==> config.mk <==
export PLATFORM = sky130hd
export DESIGN_NAME = servo_pose_interpolator
export DESIGN_NICKNAME = d
export VERILOG_FILES = /design/src/sv/spi_pkg.sv /design/src/sv/servo_pose_interpolator.sv
export SDC_FILE = /design/constraint.sdc
export NUM_CORES = 1
export LEC_CHECK = 0
export BUFFER_PORTS_ARGS = -buffer_cell sky130_fd_sc_hd__buf_4
export CORE_MARGIN = 8
export CORE_UTILIZATION = 55
export CTS_CLUSTER_DIAMETER = 50
export CTS_CLUSTER_SIZE = 20
export DETAILED_ROUTE_END_ITERATION = 8
export PLACE_DENSITY = 0.79
export REMOVE_ABC_BUFFERS = 1
export SETUP_SLACK_MARGIN = 0.02
export SYNTH_ARGS = -nofsm -noshare
export SYNTH_HDL_FRONTEND = slang
export SYNTH_SLANG_ARGS = --single-unit
export TNS_END_PERCENT = 20
==> constraint.sdc <==
create_clock -name clk -period 7.3 [get_ports clk]
set_input_delay 0.365 -clock clk [delete_from_list [all_inputs] [get_ports clk]]
set_output_delay 0.365 -clock clk [all_outputs]
set_load 0.02 [all_outputs]
==> src/sv/spi_pkg.sv <==
package spi_pkg;

  typedef enum logic [2:0] {
    ST_IDLE,
    ST_MUL,
    ST_DIV,
    ST_ANGLE,
    ST_PULSE,
    ST_OUT
  } state_t;

  localparam int ANGLE_W   = 8;
  localparam int STEP_W    = 7;
  localparam int PULSE_W   = 12;
  // Magnitude of (target - prev) * k fits in 8 x 7 bits.
  localparam int DIV_W     = ANGLE_W + STEP_W;
  localparam int DIV_CNT_W = 4;
  localparam int REM_W     = STEP_W;

  localparam logic [STEP_W-1:0]  MAX_STEPS      = 7'd64;
  localparam logic [ANGLE_W-1:0] POSE_RESET     = 8'd90;
  localparam logic [ANGLE_W-1:0] FULL_SCALE_DEG = 8'd180;
  localparam logic [PULSE_W-1:0] PULSE_MIN      = 12'd499;
  localparam logic [PULSE_W-1:0] PULSE_MAX      = 12'd2499;

  // angle * 2000 / 180 = angle * 100 / 9, taken as (angle * 100 * 7282) >> 16.
  // Exact for every angle up to full scale.
  localparam int                 RECIP_W     = 20;
  localparam logic [RECIP_W-1:0] RECIP_X100  = 20'd728200;
  localparam int                 RECIP_SHIFT = 16;
  localparam int                 SCALED_W    = ANGLE_W + RECIP_W;

endpackage

==> src/sv/servo_pose_interpolator.sv <==
// Servo pose interpolator. One input transaction on the s_ group carries a
// target pose (one absolute angle in degrees per channel) and a step count N;
// zero is taken as one step and anything above 64 as 64. The block answers
// with N output transactions on the m_ group. Output k (1..N) holds, for
// every channel, the compare value of prev + trunc((target - prev) * k / N),
// converted as floor(angle * 2000 / 180) + 499 and clamped to 499..2499.
// The last output of a move carries m_tlast, and the stored pose then becomes
// the target. After reset every channel rests at 90 degrees. All arithmetic
// runs through one shared sequencer: per channel it forms the product
// |target - prev| * k, a restoring divider divides it by N, the sign is
// applied and the angle is scaled to a pulse. Once every channel is done,
// the output is offered and held until the sink takes it. The block accepts
// no new pose until the last output of a move has been taken.
module servo_pose_interpolator #(
  parameter int CHANNELS = 6
) (
  input  logic                                         clk,
  input  logic                                         rst,
  input  logic                                         s_tvalid,
  output logic                                         s_tready,
  // target_angle_0 .. target_angle_{CHANNELS-1} (8 bits each), step_count (7 bits)
  input  logic [((CHANNELS*8+7+7)/8)*8-1:0]            s_tdata,
  output logic                                         m_tvalid,
  input  logic                                         m_tready,
  // pulse_0 .. pulse_{CHANNELS-1} (12 bits each), zero padded to whole bytes
  output logic [((CHANNELS*12+7)/8)*8-1:0]             m_tdata,
  // last_step
  output logic                                         m_tlast
);

  localparam int CH_W = (CHANNELS > 1) ? $clog2(CHANNELS) : 1;

  spi_pkg::state_t state, state_next;

  logic [spi_pkg::ANGLE_W-1:0]   target   [CHANNELS];
  logic [spi_pkg::ANGLE_W-1:0]   pose     [CHANNELS];
  logic [spi_pkg::PULSE_W-1:0]   pulse    [CHANNELS];
  logic [spi_pkg::STEP_W-1:0]    steps;
  logic [spi_pkg::STEP_W-1:0]    k;
  logic [CH_W-1:0]               ch;
  logic                          neg;
  logic [spi_pkg::DIV_W-1:0]     dividend;
  logic [spi_pkg::REM_W-1:0]     rem;
  logic [spi_pkg::DIV_CNT_W-1:0] cnt;
  logic [spi_pkg::ANGLE_W-1:0]   angle;

  logic                          in_fire;
  logic                          out_fire;
  logic                          last_ch;
  logic                          div_done;
  logic                          move_done;

  logic [spi_pkg::STEP_W-1:0]    step_in;
  logic [spi_pkg::STEP_W-1:0]    step_sat;
  logic [spi_pkg::ANGLE_W-1:0]   cur_target;
  logic [spi_pkg::ANGLE_W-1:0]   cur_pose;
  logic [spi_pkg::ANGLE_W-1:0]   abs_diff;
  logic [spi_pkg::DIV_W-1:0]     product;
  logic [spi_pkg::REM_W:0]       trial;
  logic                          trial_ge;
  logic [spi_pkg::REM_W-1:0]     rem_next;
  logic [spi_pkg::ANGLE_W-1:0]   quot;
  logic [spi_pkg::SCALED_W-1:0]  scaled;
  logic [spi_pkg::PULSE_W-1:0]   pulse_val;

  assign in_fire   = s_tvalid && s_tready;
  assign out_fire  = m_tvalid && m_tready;
  assign last_ch   = (ch == CH_W'(CHANNELS - 1));
  assign div_done  = (cnt == spi_pkg::DIV_CNT_W'(spi_pkg::DIV_W - 1));
  assign move_done = (k == steps);

  // Step count saturates to 1..64.
  assign step_in  = s_tdata[CHANNELS*spi_pkg::ANGLE_W +: spi_pkg::STEP_W];
  always_comb begin
    if (step_in == '0) begin
      step_sat = spi_pkg::STEP_W'(1);
    end else if (step_in > spi_pkg::MAX_STEPS) begin
      step_sat = spi_pkg::MAX_STEPS;
    end else begin
      step_sat = step_in;
    end
  end

  // Shared arithmetic for the channel under work.
  assign cur_target = target[ch];
  assign cur_pose   = pose[ch];
  assign abs_diff   = (cur_target >= cur_pose) ? (cur_target - cur_pose)
                                                : (cur_pose - cur_target);
  assign product    = spi_pkg::DIV_W'(abs_diff) * spi_pkg::DIV_W'(k);

  // One restoring divide step per cycle; quotient bits shift into dividend.
  assign trial    = {rem, dividend[spi_pkg::DIV_W-1]};
  assign trial_ge = (trial >= {1'b0, steps});
  assign rem_next = trial_ge ? spi_pkg::REM_W'(trial - {1'b0, steps})
                             : trial[spi_pkg::REM_W-1:0];
  assign quot     = dividend[spi_pkg::ANGLE_W-1:0];

  // The quotient never exceeds |target - prev|, so the angle stays in range.
  assign scaled = spi_pkg::SCALED_W'(angle) * spi_pkg::SCALED_W'(spi_pkg::RECIP_X100);
  always_comb begin
    if (angle > spi_pkg::FULL_SCALE_DEG) begin
      pulse_val = spi_pkg::PULSE_MAX;
    end else begin
      pulse_val = scaled[spi_pkg::RECIP_SHIFT +: spi_pkg::PULSE_W] + spi_pkg::PULSE_MIN;
    end
  end

  // Next state.
  always_comb begin
    state_next = state;
    case (state)
      spi_pkg::ST_IDLE:  if (in_fire) state_next = spi_pkg::ST_MUL;
      spi_pkg::ST_MUL:   state_next = spi_pkg::ST_DIV;
      spi_pkg::ST_DIV:   if (div_done) state_next = spi_pkg::ST_ANGLE;
      spi_pkg::ST_ANGLE: state_next = spi_pkg::ST_PULSE;
      spi_pkg::ST_PULSE: state_next = last_ch ? spi_pkg::ST_OUT : spi_pkg::ST_MUL;
      spi_pkg::ST_OUT: begin
        if (out_fire) begin
          state_next = move_done ? spi_pkg::ST_IDLE : spi_pkg::ST_MUL;
        end
      end
      default:           state_next = spi_pkg::ST_IDLE;
    endcase
  end

  // Handshake outputs.
  always_comb begin
    s_tready = 1'b0;
    m_tvalid = 1'b0;
    case (state)
      spi_pkg::ST_IDLE: s_tready = 1'b1;
      spi_pkg::ST_OUT:  m_tvalid = 1'b1;
      default: begin
        s_tready = 1'b0;
        m_tvalid = 1'b0;
      end
    endcase
  end

  always_ff @(posedge clk) begin
    if (rst) begin
      state <= spi_pkg::ST_IDLE;
    end else begin
      state <= state_next;
    end
  end

  // Stored pose: reset to the rest position, replaced by the target when the
  // last output of a move is taken.
  always_ff @(posedge clk) begin
    if (rst) begin
      for (int c = 0; c < CHANNELS; c++) begin
        pose[c] <= spi_pkg::POSE_RESET;
      end
    end else if (state == spi_pkg::ST_OUT && out_fire && move_done) begin
      for (int c = 0; c < CHANNELS; c++) begin
        pose[c] <= target[c];
      end
    end
  end

  // Sequencer counters and the stored step count.
  always_ff @(posedge clk) begin
    if (rst) begin
      k     <= '0;
      steps <= spi_pkg::STEP_W'(1);
      ch    <= '0;
      cnt   <= '0;
    end else begin
      case (state)
        spi_pkg::ST_IDLE: begin
          if (in_fire) begin
            steps <= step_sat;
            k     <= spi_pkg::STEP_W'(1);
            ch    <= '0;
          end
        end
        spi_pkg::ST_MUL: begin
          cnt <= '0;
        end
        spi_pkg::ST_DIV: begin
          cnt <= cnt + 1'b1;
        end
        spi_pkg::ST_PULSE: begin
          if (!last_ch) begin
            ch <= ch + 1'b1;
          end
        end
        spi_pkg::ST_OUT: begin
          if (out_fire && !move_done) begin
            k  <= k + 1'b1;
            ch <= '0;
          end
        end
        default: begin
          cnt <= cnt;
        end
      endcase
    end
  end

  always_ff @(posedge clk) begin
    case (state)
      spi_pkg::ST_IDLE: begin
        if (in_fire) begin
          for (int c = 0; c < CHANNELS; c++) begin
            target[c] <= s_tdata[c*spi_pkg::ANGLE_W +: spi_pkg::ANGLE_W];
          end
        end
      end
      spi_pkg::ST_MUL: begin
        neg      <= (cur_target < cur_pose);
        dividend <= product;
        rem      <= '0;
      end
      spi_pkg::ST_DIV: begin
        rem      <= rem_next;
        dividend <= {dividend[spi_pkg::DIV_W-2:0], trial_ge};
      end
      spi_pkg::ST_ANGLE: begin
        angle <= neg ? (cur_pose - quot) : (cur_pose + quot);
      end
      spi_pkg::ST_PULSE: begin
        pulse[ch] <= pulse_val;
      end
      default: begin
        angle <= angle;
      end
    endcase
  end

  always_comb begin
    m_tdata = '0;
    for (int c = 0; c < CHANNELS; c++) begin
      m_tdata[c*spi_pkg::PULSE_W +: spi_pkg::PULSE_W] = pulse[c];
    end
  end

  assign m_tlast = move_done;

endmodule

## Yosys cells after proc, flatten, opt, wreduce, memory -nomap -nowiden

Memories as Yosys holds them, arrays and structs flattened. A register that Yosys moved wholly into a read port is not among the register bits.
Index checks and enable logic that the tools add are counted.

| storage, ports and cells | value |
|---|---|
| register bits after elaboration | 55 |
| bits in writable memories | 168 |
| output and inout port bits | 75 |
| word-level logic and storage cells | 106 |
| memories | 3 |

Memories:

| name | words | width | rd ports | clocked after Yosys merged registers in | write ports | line | RTL |
|---|---|---|---|---|---|---|---|
| pulse | 6 | 12 | 6 | 0 | 1 | servo_pose_interpolator.sv:37 | `logic [spi_pkg::PULSE_W-1:0] pulse [CHANNELS];` |
| pose | 6 | 8 | 1 | 1 | 6 | servo_pose_interpolator.sv:36 | `logic [spi_pkg::ANGLE_W-1:0] pose [CHANNELS];` |
| target | 6 | 8 | 7 | 1 | 6 | servo_pose_interpolator.sv:35 | `logic [spi_pkg::ANGLE_W-1:0] target [CHANNELS];` |

| cells by class | value |
|---|---|
| add/sub/neg operators | 9 |
| $mul | 2 |
| $lt $le $gt $ge | 5 |
| eq/ne operators | 13 |
| mux-type cells | 44 |
| bitwise gates (word level) | 6 |
| reduce and logical (&&, ||, !) cells | 15 |

Operators by type and width:

| kind | number |
|---|---|
| 2-to-1 mux 8 bit | 8 |
| 2-to-1 mux 7 bit | 5 |
| 2-to-1 mux 3 bit | 11 |
| case mux 15 bit (2 select lines) | 1 |
| case mux 7 bit (2 select lines) | 2 |
| multiplier 8 x 17 -> 25 bit (second input constant) | 1 |
| subtractor 8 bit | 3 |
| case mux 3 bit (6 select lines) | 1 |
| multiplier 8 x 7 -> 15 bit | 1 |
| 2-to-1 mux 1 bit | 13 |
| adder 12 x 9 -> 12 bit (second input constant) | 1 |
| 2-to-1 mux 12 bit | 1 |
| equality test 3 bit (second input constant) | 3 |
| case mux 3 bit (3 select lines) | 1 |
| adder 8 bit | 1 |
| greater-or-equal comparator 8 x 7 -> 1 bit | 1 |
| greater-or-equal comparator 8 bit | 1 |
| greater-than comparator 8 bit (second input constant) | 1 |
| less-than comparator 8 bit | 1 |
| != test 2 bit (second input constant) | 4 |
| case mux 4 bit (2 select lines) | 1 |
| adder 7 x 1 -> 7 bit (second input constant) | 1 |
| equality test 7 bit | 1 |
| greater-than comparator 7 bit (second input constant) | 1 |
| 17 further kinds | 29 |

## Longest topological paths before layout

| depth | value |
|---|---|
| depth after elaboration | 9 |
| gate-level depth with buffers | 35 |
| gate-level depth less buffers | 32 |

## Least setup slack after synthesis

No wires, ideal clock.

| path | value |
|---|---|
| kind | register to register |
| start point | register (tool-made name) |
| end point | register dividend[14] (netlist name) (data pin) |
| library setup time | 267 ps |
| arrival time | 7699 ps |
| data required time | 7033 ps |
| setup slack | -666 ps |
| cell stages (with the launch flop) | 35 |
| period minus slack after synthesis | 7966 ps |
| path through | dfxtp_1 -> clkbuf_1 -> buf_1 -> mux4_2 -> nor2_1 -> a21o_1 -> ha_1 -> inv_1 -> fa_1 -> a21o_1 -> a211oi_1 -> o221ai_1 -> buf_4 -> mux2_1 -> o21ai_0 -> a21oi_1 -> nand2b_1 -> xor2_1 -> and2_1 -> fa_1 -> inv_1 -> fa_1 -> inv_1 -> fa_1 -> inv_1 -> fa_1 -> inv_1 -> ha_1 -> nor2b_1 -> o21a_1 -> o21ai_0 -> a21oi_1 -> o31a_1 -> xnor2_1 -> o21ai_0 |

RTL lines:

| item | line | RTL |
|---|---|---|
| end signal: assignment | servo_pose_interpolator.sv:213 | `dividend <= product;` |
| end signal: assignment | servo_pose_interpolator.sv:218 | `dividend <= {dividend[spi_pkg::DIV_W-2:0], trial_ge};` |
| end: declaration | servo_pose_interpolator.sv:42 | `logic [spi_pkg::DIV_W-1:0] dividend;` |

==> results by group <==
Outcome
  – Status: finished, final reports clean

GRT
  – First-pass GRT wire length: 49600 um
  – GRT Overall Usage: 19.4%
  – Gr ovfl total: 0
  – Pin count of the biggest net entering global routing: 51
  – Initial antenna violation count: 0
  – Vias in the first global route: 10.2k

Drt
  – DR vias/cell: 5.46
  – WL/cell: 17.0 um
  – Total number of vias: 9689
  – Post-route DRC: 0
  – DRT antenna net count: 0
  – DRT Wirelength: 30200 um
  – First drt pass iteration count: 5
  – Initial DRC count: 472

STA
  – Slew Viols, Final: 0
  – Worst-Margin Slew: 1.22 ns
  – Number of endpoints failing setup at the final stage: 0
  – RSZ-0062 raised after global routing: yes
  – Slew HR: 18.2%
  – Minimum clock period: 7.24 ns
  – Final hold vios: 0
  – Setup ws final: 0.0595 ns
  – Worst clock skew: 0.0245 ns
  – Period Utilization, post-route: 99.2%
  – Fmax: 138 MHz

Layout
  – Final Cell Area: 17300 sq um
  – Area of the multi-input gates: 7070 sq um
  – Share of layout cells above drive strength 1: 21.8%
  – Sequential cell area: 6520 sq um
  – # fillers: 1746
  – Core Util, Final: 69.1%
  – Diodes inserted: 0
  – Nets: 1668
  – Fin cells: 1774
  – Synthesis-to-finish area growth: 23.5%

Clock network
  – H-tree lvl count: 1
  – Clk buf depth: 3
  – Root buffer cell: clkbuf_16
  – CTS Buf Count: 26
  – CTS tree: yes
  – Clock Sinks: 226
  – Worst skew pair latency: 0.54 ns
  – Worst-path clk slew: 0.07 ns

Worst setup path
  – Critical path type: reg -> reg
  – Slowest CP cell: fa_1
  – Worst R2R End: dividend[13]
  – Req. time, crit path: 7.58 ns
  – Critical Path Max Stage Delay: 0.55 ns
  – CP Capture Type: flop
  – Worst reg2reg setup slack: 0.06 ns
  – Worst Path Arrival: 7.53 ns
  – Reg2reg path depth: 32
  – Worst Path Max Fanout: 6
  – Startpoint types: flop

Worst hold path
  – Hold Startpoint: s_tdata[8]
  – Worst Hold Class: in -> reg
  – Hold path cells: 1
  – WHS Endpoint: target[1][0]

Synth
  – Register bit total from synthesis: 226
  – Mapped Area: 14000 sq um
  – Yosys top cell by area: edfxtp_1
  – Syn avg cell area: 11.7 sq um
  – Ys Warns: 0
  – Seq/Total Area, Yosys: 46.4%
  – EDFF count, synth: 199
  – Async set or reset register ratio after synthesis: 0%
  – Top post-synthesis cells by area: edfxtp_1 (43%), ha_1 (12%), fa_1 (7.7%)
  – Yosys cell types: 69
  – Ys flop type: edfxtp_1
  – Post-synth top area share: 42.6%
  – Post-Syn Instances: 1200

Die
  – Area of the core: 25100 sq um
  – Die width: 176 um
  – Die height: 176 um
  – FP Rows: 58
  – Total die area: 30900 sq um
  – Starting Density: 55.9%
  – # IOs: 135

Pwr
  – Worst VDD drop: 0.504 mV
  – Combinational share of power: 54.8%
  – Power Density: 484 nW/um^2
  – Pwr Total: 8.40 mW
  – Leakage: 7.36 nW
  – Cell-internal power: 4.80 mW
  – Clk pwr share: 16.5%
  – Flop pwr share: 28.7%
  – Switching share of power: 42.9%
  – P_sw: 3.60 mW

Place
  – Placed Area: 15700 sq um
  – GP Congestion: 0.858
  – Placed insts: 1671
  – I/O Buffers: 133
  – Place WS: -0.225 ns
  – Final HPWL DP: 21200 um

Flow run
  – Max Cap Viol: 0
==> power by group through the flow <==
stage / sequential, mW / combinational [mW] / clock [mW]
final: 2.41 / 4.61 / 1.38
after global placement: 2.43 / 4.29 / 0
after CTS: 2.41 / 4.51 / 1.40
after detailed placement: 2.43 / 4.43 / 0
after floorplan: 2.41 / 3.25 / 0
after global routing: 2.44 / 5.16 / 1.46
==> per-stage QoR <==
stage	setup TNS [ns]	hold slack (ns)
6_report	0	0.0161
5_1_grt	-0.649	0.00202
4_1_cts	0	0.00111
3_5_place_dp	-0.552	0.518
3_3_place_gp	-0.231	0.514
2_1_floorplan	-8.52	0.434
==> synth_stat cells, drive strengths merged (3+ instances only) <==
| cell type | count |
|---|---|
| edfxtp | 199 |
| ha | 130 |
| inv | 125 |
| nor2 | 91 |
| a21oi | 63 |
| nand2 | 60 |
| fa | 54 |
| and2 | 53 |
| xnor2 | 33 |
| clkbuf | 32 |
| mux2i | 29 |
| xor2 | 28 |
| a21o | 27 |
| dfxtp | 27 |
| nor2b | 27 |
| or3 | 27 |
| o21ai | 23 |
| nand3 | 19 |
| nand2b | 17 |
| mux4 | 16 |
| nor3 | 14 |
| a31oi | 10 |
| buf | 10 |
| nor3b | 9 |
| a211oi | 7 |
| nand4 | 7 |
| o21bai | 7 |
| a211o | 5 |
| and3 | 5 |
| o31ai | 5 |
| nor4 | 4 |
| o21a | 4 |
| and4 | 3 |
| nand3b | 3 |
==> flip-flops by register name (all words and copies together) (netlist names), named ones only <==
name / count
cnt: 4
pulse: 72
steps: 7
angle: 8
ch: 3
target: 48
state: 3
rem: 7
k: 7
pose: 48
neg: 1
dividend: 15
==> cells in the final DEF, fill, tap and decap left out, drive strengths merged, types with 6 or more instances in the layout <==
cell type	instances
a211oi	7
a21o	27
a21oi	63
a31oi	10
and2	53
buf	193
clkbuf	27
clkinv	6
dfxtp	27
dlygate4sd3	45
edfxtp	199
fa	54
ha	130
inv	140
mux2i	29
mux4	16
nand2	60
nand2b	17
nand3	19
nand4	7
nor2	91
nor2b	27
nor3	14
nor3b	9
o21ai	23
o21bai	7
or3	27
xnor2	33
xor2	28
==> how the worst max path moves through the flow <==
stage	startpoint	to	slack, ns	depth (start not counted)
2_1_floorplan	flop	dividend[14]	-1.29	31
3_3_place_gp	flop	dividend[14]	-0.12	32
3_5_place_dp	flop	dividend[14]	-0.22	32
4_1_cts	flop	dividend[14]	0.04	32
5_1_grt	flop	dividend[14]	-0.22	32
6_report	flop	dividend[13]	0.06	32
==> metal layers <==
layer	GRT usage (%)	part of all wire [%]	wire, um	up-vias
met3	3.91	6.7	2030	66
met1	22.8	41	12300	4652
met2	35.0	50	15100	310
met5	0	0	0	-
li1	-	-	-	4661
met4	6.15	2.8	834	0
==> critical path, delay by kind of cell (launching register included) <==
kind	cells	cell delay (ns)
AND/OR/NAND/NOR	4	0.64
flip-flops	1	0.41
XOR/XNOR	2	0.31
adder cells (fa/ha/maj)	7	2.81
multiplexers	2	0.70
AO/OA/AOI/OAI	10	1.56
buffers and inverters	7	0.52
==> area by class of cell <==
| class | instances | share of cell area [%] |
|---|---|---|
| Clock inverter | 21 | 1.70 |
| Timing Repair Buffer | 238 | 11.1 |
| Inverter | 125 | 2.70 |
| Clock buffer | 27 | 3.77 |
| Sequential cell | 226 | 37.6 |
| Tap cell | 330 | 2.38 |
| Multi-Input combinational cell | 807 | 40.8 |
==> cells by family (layout without fill, tap and decap cells) <==
family                   Yosys count  after routing  share of synthesized area (%)
multiplexers                      46             46                           4.71
XOR/XNOR                          61             61                           3.86
adder cells (fa/ha/maj)          184            184                           19.3
buffers and inverters            167            411                           4.52
AO/OA/AOI/OAI                    172            172                           8.47
AND/OR/NAND/NOR                  344            344                           12.8
flip-flops                       226            226                           46.4
==> what timing repair did <==
item	4_1_cts	5_1_grt
endpoints found under the setup margin	4	5
pin swaps	4	31
buffers inserted	4	6
hold endpoints to repair	42	3
resized for setup	11	32
hold buffers	42	3
(Power assumes the default switching activity.)
